### config.mk
export PLATFORM = sky130hd
export DESIGN_NAME = slot_jitter_ring_buffer_top
export DESIGN_NICKNAME = d
export VERILOG_FILES = /design/src/rtl/sjrb_pkg.sv /design/src/rtl/sjrb_slot_mem.sv /design/src/rtl/sjrb_ctrl.sv /design/src/rtl/slot_jitter_ring_buffer_top.sv
export SDC_FILE = /design/constraint.sdc
export NUM_CORES = 1
export LEC_CHECK = 0
export ABC_AREA = 1
export BUFFER_PORTS_ARGS = -buffer_cell sky130_fd_sc_hd__buf_2
export CAP_MARGIN = 20
export CELL_PAD_IN_SITES_DETAIL_PLACEMENT = 0
export CELL_PAD_IN_SITES_GLOBAL_PLACEMENT = 2
export CORE_UTILIZATION = 36
export CTS_CLUSTER_DIAMETER = 100
export DETAILED_ROUTE_END_ITERATION = 12
export PLACE_DENSITY = 0.65
export SLEW_MARGIN = 0
export SYNTH_ARGS = -nofsm -noshare
export SYNTH_HDL_FRONTEND = slang
export SYNTH_SLANG_ARGS = --single-unit
export TNS_END_PERCENT = 100
### constraint.sdc
create_clock -name clk -period 7.2 [get_ports clk]
set_input_delay 0.36 -clock clk [delete_from_list [all_inputs] [get_ports clk]]
set_output_delay 0.36 -clock clk [all_outputs]
set_load 0.02 [all_outputs]
### src/rtl/sjrb_pkg.sv
// Shared types, constants and status codes for the slot jitter ring buffer.
package sjrb_pkg;

  localparam int MAX_SLOTS_DEF  = 16;
  localparam int SLOT_BYTES_DEF = 8;
  localparam int DATA_W         = 64;
  localparam int CNT_W          = 5;
  localparam int STATUS_W       = 3;
  localparam int CFG_IDX_W      = 4;
  localparam int CFG_DATA_W     = 8;
  localparam int SLOTS_RESET    = 16;

  localparam logic [STATUS_W-1:0] ST_OK          = STATUS_W'(0);
  localparam logic [STATUS_W-1:0] ST_FULL_RETRY  = STATUS_W'(1);
  localparam logic [STATUS_W-1:0] ST_EMPTY_RETRY = STATUS_W'(2);
  localparam logic [STATUS_W-1:0] ST_OVERFLOW    = STATUS_W'(3);
  localparam logic [STATUS_W-1:0] ST_UNDERRUN    = STATUS_W'(4);

  localparam logic [CFG_IDX_W-1:0] CFG_SLOTS_IN_USE  = CFG_IDX_W'(0);
  localparam logic [CFG_IDX_W-1:0] CFG_BLOCKING_MODE = CFG_IDX_W'(1);

  localparam logic REQ_WRITE = 1'b0;
  localparam logic REQ_READ  = 1'b1;

  typedef struct packed {
    logic              req_type;
    logic [DATA_W-1:0] wr_slot;
  } req_t;

  typedef struct packed {
    logic [DATA_W-1:0]   rd_slot;
    logic [STATUS_W-1:0] status;
    logic [CNT_W-1:0]    fill_level;
  } rsp_t;

  typedef struct packed {
    logic                use_data;
    logic [STATUS_W-1:0] status;
    logic [CNT_W-1:0]    fill_level;
  } ctrl_res_t;

endpackage

### src/rtl/sjrb_slot_mem.sv
// Slot data memory with one write port and one registered read port.
module sjrb_slot_mem #(
  parameter int DEPTH = 16,
  parameter int WIDTH = 64,
  parameter int AW    = 4
) (
  input  logic             clk,
  input  logic             wr_en,
  input  logic [AW-1:0]    wr_addr,
  input  logic [WIDTH-1:0] wr_data,
  input  logic             rd_en,
  input  logic [AW-1:0]    rd_addr,
  output logic [WIDTH-1:0] rd_data
);

  logic [WIDTH-1:0] mem [DEPTH];

  always_ff @(posedge clk) begin
    if (wr_en) begin
      mem[wr_addr] <= wr_data;
    end
    if (rd_en) begin
      rd_data <= mem[rd_addr];
    end
  end

endmodule

### src/rtl/sjrb_ctrl.sv
// Ring indices, fill count, slot valid bits and per-request decisions.
module sjrb_ctrl #(
  parameter int MAX_SLOTS  = 16,
  parameter int RING_DEPTH = 16,
  parameter int IDX_W      = 4
) (
  input  logic                             clk,
  input  logic                             rst,
  input  logic                             cfg_we,
  input  logic [sjrb_pkg::CFG_IDX_W-1:0]   cfg_index,
  input  logic [sjrb_pkg::CFG_DATA_W-1:0]  cfg_data,
  input  logic                             accept,
  input  logic                             req_type,
  output logic                             mem_wr_en,
  output logic [IDX_W-1:0]                 mem_wr_addr,
  output logic                             mem_rd_en,
  output logic [IDX_W-1:0]                 mem_rd_addr,
  output sjrb_pkg::ctrl_res_t              res
);
  import sjrb_pkg::*;

  localparam int RST_N = (MAX_SLOTS < SLOTS_RESET) ? MAX_SLOTS : SLOTS_RESET;
  localparam logic [CNT_W-1:0] RST_HALF = CNT_W'(RST_N / 2);

  function automatic logic [CNT_W-1:0] ring_n(input logic [CNT_W-1:0] v);
    logic [CNT_W-1:0] nn;
    nn = v;
    if (v < CNT_W'(2)) begin
      nn = CNT_W'(2);
    end else if (int'(v) > MAX_SLOTS) begin
      nn = CNT_W'(MAX_SLOTS);
    end
    return nn;
  endfunction

  function automatic logic [IDX_W-1:0] add_mod(input logic [IDX_W-1:0] idx,
                                               input logic [CNT_W-1:0] step,
                                               input logic [CNT_W-1:0] nn);
    logic [CNT_W:0] sum;
    sum = (CNT_W+1)'(idx) + (CNT_W+1)'(step);
    if (sum >= (CNT_W+1)'(nn)) begin
      sum = sum - (CNT_W+1)'(nn);
    end
    return IDX_W'(sum);
  endfunction

  logic [CNT_W-1:0]      slots;
  logic                  blocking;
  logic [IDX_W-1:0]      r_idx;
  logic [IDX_W-1:0]      w_idx;
  logic [CNT_W-1:0]      cnt;
  logic [RING_DEPTH-1:0] valid;

  logic [CNT_W-1:0]      n;
  logic [CNT_W-1:0]      half;
  logic                  full;
  logic                  empty;
  logic [CNT_W-1:0]      cfg_half;

  logic [IDX_W-1:0]      r_idx_next;
  logic [IDX_W-1:0]      w_idx_next;
  logic [CNT_W-1:0]      cnt_next;
  logic [RING_DEPTH-1:0] valid_next;
  logic [STATUS_W-1:0]   status_next;
  logic                  use_data_next;
  logic                  do_write;
  logic                  do_read;

  assign n        = ring_n(slots);
  assign half     = n >> 1;
  assign full     = (cnt == n);
  assign empty    = (cnt == '0);
  assign cfg_half = ring_n(cfg_data[CNT_W-1:0]) >> 1;

  always_comb begin
    r_idx_next    = r_idx;
    w_idx_next    = w_idx;
    cnt_next      = cnt;
    valid_next    = valid;
    status_next   = ST_OK;
    use_data_next = 1'b0;
    do_write      = 1'b0;
    do_read       = 1'b0;
    if (req_type == REQ_WRITE) begin
      if (full) begin
        if (blocking) begin
          status_next = ST_FULL_RETRY;
        end else begin
          r_idx_next  = add_mod(r_idx, half, n);
          cnt_next    = cnt - half;
          status_next = ST_OVERFLOW;
        end
      end else begin
        do_write          = 1'b1;
        valid_next[w_idx] = 1'b1;
        w_idx_next        = add_mod(w_idx, CNT_W'(1), n);
        cnt_next          = cnt + CNT_W'(1);
      end
    end else begin
      if (empty) begin
        if (blocking) begin
          status_next = ST_EMPTY_RETRY;
        end else begin
          w_idx_next  = add_mod(w_idx, half, n);
          cnt_next    = cnt + half;
          valid_next  = '0;
          status_next = ST_UNDERRUN;
        end
      end else begin
        do_read       = 1'b1;
        use_data_next = valid[r_idx];
        r_idx_next    = add_mod(r_idx, CNT_W'(1), n);
        cnt_next      = cnt - CNT_W'(1);
      end
    end
  end

  assign mem_wr_en   = accept && do_write;
  assign mem_wr_addr = w_idx;
  assign mem_rd_en   = accept && do_read;
  assign mem_rd_addr = r_idx;

  always_ff @(posedge clk) begin
    if (rst) begin
      slots    <= CNT_W'(SLOTS_RESET);
      blocking <= 1'b0;
      r_idx    <= '0;
      w_idx    <= IDX_W'(RST_HALF);
      cnt      <= RST_HALF;
      valid    <= '0;
      res      <= '0;
    end else if (cfg_we) begin
      if (cfg_index == CFG_SLOTS_IN_USE) begin
        slots <= cfg_data[CNT_W-1:0];
        r_idx <= '0;
        w_idx <= IDX_W'(cfg_half);
        cnt   <= cfg_half;
        valid <= '0;
      end else if (cfg_index == CFG_BLOCKING_MODE) begin
        blocking <= cfg_data[0];
      end
    end else if (accept) begin
      r_idx            <= r_idx_next;
      w_idx            <= w_idx_next;
      cnt              <= cnt_next;
      valid            <= valid_next;
      res.use_data     <= use_data_next;
      res.status       <= status_next;
      res.fill_level   <= cnt_next;
    end
  end

`ifndef NO_ASSERTIONS
  a_cnt_range: assert property (@(posedge clk) disable iff (rst) cnt <= n)
    else $error("fill count exceeds ring size");

  a_idx_range: assert property (@(posedge clk) disable iff (rst)
    (CNT_W'(r_idx) < n) && (CNT_W'(w_idx) < n))
    else $error("ring index outside ring");

  a_ring_dist: assert property (@(posedge clk) disable iff (rst)
    ((((CNT_W+1)'(w_idx) + (CNT_W+1)'(n) - (CNT_W+1)'(r_idx)) >= (CNT_W+1)'(n)) ?
      (((CNT_W+1)'(w_idx) + (CNT_W+1)'(n) - (CNT_W+1)'(r_idx)) - (CNT_W+1)'(n)) :
      ((CNT_W+1)'(w_idx) + (CNT_W+1)'(n) - (CNT_W+1)'(r_idx)))
    == (full ? (CNT_W+1)'(0) : (CNT_W+1)'(cnt)))
    else $error("index distance disagrees with fill count");

  a_retry_hold: assert property (@(posedge clk) disable iff (rst)
    $past(accept) && (res.status == ST_FULL_RETRY || res.status == ST_EMPTY_RETRY)
    |-> (cnt == $past(cnt)) && (r_idx == $past(r_idx)) && (w_idx == $past(w_idx)))
    else $error("refused request changed ring state");
`endif

endmodule

### src/rtl/slot_jitter_ring_buffer_top.sv
// Top level of the slot jitter ring buffer.
//
// Requests arrive on the in channel as beats carrying req_type and wr_slot;
// each accepted beat produces exactly one result beat on the out channel with
// rd_slot, status and fill_level. Configuration beats on the cfg channel write
// slots_in_use (index 0) or blocking_mode (index 1); cfg_ready is always high
// and writes are expected only while no request is outstanding.
// A request is accepted and the slot memory is accessed on that edge; the
// result register and out_valid load on the next edge. One request is in
// flight at a time: in_ready stays low while a request is pending, so even
// with out_ready held high the block takes no new request until the slot
// memory read for the last one is done. When the receiver stalls, the
// result stays in the output register, and in_ready low, until it is taken.
// Reset, and any write of slots_in_use, restarts the ring half full with every
// slot reading as zero; all valid bits clear together.
module slot_jitter_ring_buffer_top #(
  parameter int MAX_SLOTS  = sjrb_pkg::MAX_SLOTS_DEF,
  parameter int SLOT_BYTES = sjrb_pkg::SLOT_BYTES_DEF
) (
  input  logic                            clk,
  input  logic                            rst,
  input  logic                            in_valid,
  output logic                            in_ready,
  input  sjrb_pkg::req_t                  in_data,
  output logic                            out_valid,
  input  logic                            out_ready,
  output sjrb_pkg::rsp_t                  out_data,
  input  logic                            cfg_valid,
  output logic                            cfg_ready,
  input  logic [sjrb_pkg::CFG_IDX_W-1:0]  cfg_index,
  input  logic [sjrb_pkg::CFG_DATA_W-1:0] cfg_data
);
  import sjrb_pkg::*;

  localparam int RING_DEPTH = (MAX_SLOTS < (1 << CNT_W)) ? MAX_SLOTS : (1 << CNT_W);
  localparam int IDX_W      = $clog2(RING_DEPTH);
  localparam int SLOT_W     = 8 * SLOT_BYTES;

  logic              pend;
  logic              accept;
  logic              mem_wr_en;
  logic [IDX_W-1:0]  mem_wr_addr;
  logic              mem_rd_en;
  logic [IDX_W-1:0]  mem_rd_addr;
  logic [SLOT_W-1:0] mem_rd_data;
  ctrl_res_t         res;

  assign cfg_ready = 1'b1;
  assign in_ready  = !pend && (!out_valid || out_ready);
  assign accept    = in_valid && in_ready;

  sjrb_ctrl #(
    .MAX_SLOTS  (MAX_SLOTS),
    .RING_DEPTH (RING_DEPTH),
    .IDX_W      (IDX_W)
  ) u_ctrl (
    .clk         (clk),
    .rst         (rst),
    .cfg_we      (cfg_valid && cfg_ready),
    .cfg_index   (cfg_index),
    .cfg_data    (cfg_data),
    .accept      (accept),
    .req_type    (in_data.req_type),
    .mem_wr_en   (mem_wr_en),
    .mem_wr_addr (mem_wr_addr),
    .mem_rd_en   (mem_rd_en),
    .mem_rd_addr (mem_rd_addr),
    .res         (res)
  );

  sjrb_slot_mem #(
    .DEPTH (RING_DEPTH),
    .WIDTH (SLOT_W),
    .AW    (IDX_W)
  ) u_slot_mem (
    .clk     (clk),
    .wr_en   (mem_wr_en),
    .wr_addr (mem_wr_addr),
    .wr_data (in_data.wr_slot[SLOT_W-1:0]),
    .rd_en   (mem_rd_en),
    .rd_addr (mem_rd_addr),
    .rd_data (mem_rd_data)
  );

  always_ff @(posedge clk) begin
    if (rst) begin
      pend      <= 1'b0;
      out_valid <= 1'b0;
    end else begin
      pend <= accept;
      if (pend) begin
        out_valid <= 1'b1;
      end else if (out_valid && out_ready) begin
        out_valid <= 1'b0;
      end
    end
  end

  always_ff @(posedge clk) begin
    if (pend) begin
      out_data.rd_slot    <= res.use_data ? DATA_W'(mem_rd_data) : '0;
      out_data.status     <= res.status;
      out_data.fill_level <= res.fill_level;
    end
  end

`ifndef NO_ASSERTIONS
  a_pend_excl: assert property (@(posedge clk) disable iff (rst) pend |-> !out_valid)
    else $error("request in flight while result register is occupied");

  a_pend_result: assert property (@(posedge clk) disable iff (rst) pend |=> out_valid)
    else $error("request in flight produced no result");

  a_stall_hold: assert property (@(posedge clk) disable iff (rst)
    out_valid && !out_ready |=> out_valid && $stable(out_data))
    else $error("stalled result beat changed or dropped");
`endif

endmodule

==> results.json <==
{
  "track_usage_pct": 19.5,
  "met2_length_um": 61700,
  "ioPinCount": 157,
  "clock-sinks": 1206,
  "fin_crit_ps": 3840,
  "synth-seq-area-share_pct": 74.6,
  "powerDensity_nw_per_um2": 279,
  "core.rowCount": 133,
  "grt_pass1_vias": 29218,
  "slew_headroom_pct": 30.2,
  "cp.depth": 13,
  "worstPathRequired_ps": 7840,
  "place.detailed.hpwl_um": 63400,
  "wl_met3_um": 6040,
  "antenna_found_initial": 13,
  "top_layer_used": "met5",
  "tritoncts": "built",
  "synth_simple_gate_area_share_pct": 8.08,
  "finalWorstSetupSlack_ps": 3360,
  "crit_slowest_cell": "dfxtp_4",
  "dr.pass1.iters": 6,
  "vias_per_cell": 5.27,
  "grt_max_degree": 194,
  "synth_cell_types": 39,
  "cp_max_fo": 148,
  "r2r_end": "u_ctrl.mem_rd_addr[3]$_SDFFE_PP0P_",
  "detail-route-antenna-nets": 0,
  "drive_gt1_share_pct": 11.0,
  "r2r-start": "u_ctrl.mem_rd_addr[0]$_SDFFE_PP0P_",
  "crit_chain": "buf_12 > ha_1 > inv_1 > fa_1 > xnor2_1 > ha_1 > a21oi_1 > o21a_1 > nand3_1 > o211ai_1 > nand3_1 > nor2_1 > nor2_1",
  "drt_wl_total_um": 131000,
  "synthAdderAreaFrac_pct": 1.48,
  "clk_pin_slew_ps": 60,
  "crit_buf_inv": 2,
  "die_area_um2": 135000,
  "max_stage_delay_ps": 690,
  "fin_util_pct": 42.1,
  "p_clk_share_pct": 41.7,
  "design_area_um2": 55400,
  "cp_top_family": "adder cells",
  "r2r_cells": 13,
  "drv_cap": 0,
  "post-place-ws_ps": 3350,
  "fin_setup_tns_ps": 0,
  "fin_worst_skew_ps": 30.5,
  "place_area_um2": 50600,
  "cp.arrival_ps": 4480,
  "netSwitchingFraction_pct": 23.3,
  "grt_pass1_wl_um": 195000,
  "combPwrFrac_pct": 7.3,
  "synth_compound_area_share_pct": 12.3,
  "final_cell_mix": "edfxtp_1, nor2_1, o21ai_0, nand2_1, o221ai_1",
  "min_path_type": "primary input to register",
  "switchingPower_mw": 3.60,
  "finalHoldViolCount": 0,
  "finalNetCount": 3922,
  "worstMarginPinSlew_ps": 1050,
  "path_class": "register to register",
  "clock_tree.root_cell": "clkbuf_16",
  "htreeDepth": 4,
  "outcome": "finished, final reports clean",
  "fmax_mhz": 260,
  "final_common_cell": "edfxtp_1",
  "area_growth_pct": 15.6,
  "async_flop_share_pct": 0,
  "dieHeight_um": 367,
  "synth_top_family_by_area": "compound AO/OA/AOI/OAI gates",
  "synth.mux.area_fraction_pct": 0,
  "synth_area_um2": 48000,
  "clockBufferDepth": 3,
  "synth_area_per_cell_um2": 13.3,
  "design.core.area_um2": 132000,
  "power_leakage_nw": 18.7,
  "start_util_pct": 36.4,
  "period_share_pct": 53.4,
  "wl_per_cell_um": 23.3,
  "postSynthCellCount": 3604,
  "p_seq_share_pct": 51.0,
  "critPathLaunchType": "register",
  "peakVddDrop_uv": 196,
  "clk_latency_ps": 760,
  "ff2ff_setup_slack_ps": 3360,
  "yosys.area_share.xor_xnor_pct": 0.384,
  "maxSlewViolCount": 0,
  "synth_edf_count": 1160,
  "gp_congestion": 0.729,
  "cp-endpoint": "u_ctrl.mem_rd_addr[3]$_SDFFE_PP0P_",
  "drc": 0,
  "numCtsBuffers": 135,
  "dr_total_vias": 29729,
  "io_buffers": 152,
  "rsz0062_at_grt": "no",
  "intPower_mw": 11.9,
  "cp-end-kind": "register",
  "die_width_um": 367,
  "final-setup-viol-count": 0,
  "grt_overflow": 0,
  "drt_iter0_markers": 2365,
  "synth_nets": 3738,
  "crit_start": "u_ctrl.mem_rd_addr[0]$_SDFFE_PP0P_",
  "ys.flop_type": "edfxtp_1",
  "synth-seq-cells": 1206,
  "met1_length_um": 61000,
  "yosys_warnings": 0
}
[synthesized netlist by cell type, drive strengths merged, types with 2 or more instances]
library cell	n	share of area (%)
o221ai	189	3.5
inv	151	1.2
buf	42	0.46
clkbuf	196	1.5
nand2	250	2.0
ha	44	1.1
o21ai	552	5.8
nand4	14	0.18
o21bai	2	0.031
dfxtp	46	1.9
o211ai	77	1.2
o22ai	71	0.93
a21oi	63	0.75
nor3	18	0.19
clkinv	2	0.016
xnor2	5	0.091
a21o	4	0.063
o21a	2	0.031
xor2	16	0.29
nor2	579	4.6
fa	8	0.33
edfxtp	1160	73
a31oi	2	0.026
nand3	108	1.1
[flip-flops by register name (all words and copies together), names as in the netlist]
register            count
u_ctrl.mem_rd_addr      4
u_ctrl.blocking         1
u_slot_mem.mem       1024
out_valid               1
u_ctrl.cnt              5
u_ctrl.res              9
u_ctrl.slots            5
u_slot_mem.rd_data     64
out_data               72
pend                    1
u_ctrl.valid           16
u_ctrl.mem_wr_addr      4
[how the worst min path moves through the flow]
stage / from / endpoint / slack, ps / cells past startpoint
after floorplan: u_ctrl.res[0]$_SDFFE_PP0P_ / out_data[0]$_DFFE_PP_ / 400 / 0
after detailed placement: u_ctrl.res[0]$_SDFFE_PP0P_ / out_data[0]$_DFFE_PP_ / 410 / 0
after CTS: cfg_index[2] / u_ctrl.blocking$_SDFFE_PP0P_ / 10 / 6
final: cfg_index[2] / u_ctrl.blocking$_SDFFE_PP0P_ / 70 / 6
after global placement: u_ctrl.res[0]$_SDFFE_PP0P_ / out_data[0]$_DFFE_PP_ / 410 / 0
after global routing: cfg_index[2] / u_ctrl.blocking$_SDFFE_PP0P_ / 70 / 6
[worst register-to-register path, cell delays in order (launching register included)]
cell	delay [ps]
dfxtp_4	690
buf_12	600
ha_1	340
inv_1	60
fa_1	420
xnor2_1	240
ha_1	310
a21oi_1	220
o21a_1	140
nand3_1	210
o211ai_1	250
nand3_1	110
nor2_1	110
nor2_1	50
[timing repair]
action,in CTS,in global routing
gates resized for setup,0,0
endpoints found under the hold margin,1039,0
endpoints found under the setup margin,0,0
hold buffers,78,0
buffers inserted,0,0
[power groups by stage]
stage / combinational (mW) / sequential (mW) / clock, mW
5_1_grt: 1.26 / 7.89 / 6.90
4_1_cts: 1.15 / 7.88 / 6.63
3_3_place_gp: 1.11 / 8.03 / 0
6_report: 1.13 / 7.88 / 6.45
3_5_place_dp: 1.11 / 8.03 / 0
2_1_floorplan: 0.672 / 8.03 / 0
[stage by stage]
stage	std cells	power, mW	hold WS [ps]
global route	5640	16.0	70.3
finish	5641	15.5	74.4
global placement	5328	9.14	412
floorplan	3604	8.70	403
detailed placement	5328	9.14	413
CTS	5639	15.7	10.3
[metal layers]
metal | global-route usage, % | vias up
met5 | 0 | -
met4 | 4.89 | 20
met3 | 3.55 | 186
met2 | 31.4 | 595
met1 | 27.1 | 15105
li1 | - | 13823
[kinds of logic (layout without fill, tap and decap cells)]
| logic type | Yosys count | after routing |
|---|---|---|
| flops | 1206 | 1206 |
| fa+ha+maj | 52 | 52 |
| buf+inv | 391 | 671 |
| other cells | 1 | 3 |
| simple gates | 970 | 970 |
| compound gates | 963 | 963 |
| xor+xnor | 21 | 21 |
[cell type report]
cell class	instances	area (um^2)
multi-input cells	2007	10800
well taps	1755	2200
fillers	12327	76300
clock buffers	175	3590
diodes	2	5.00
repair buffers	285	2040
inverters	153	594
flip-flops and latches	1206	35800
clock inverters	58	484
(Power assumes the default switching activity.)
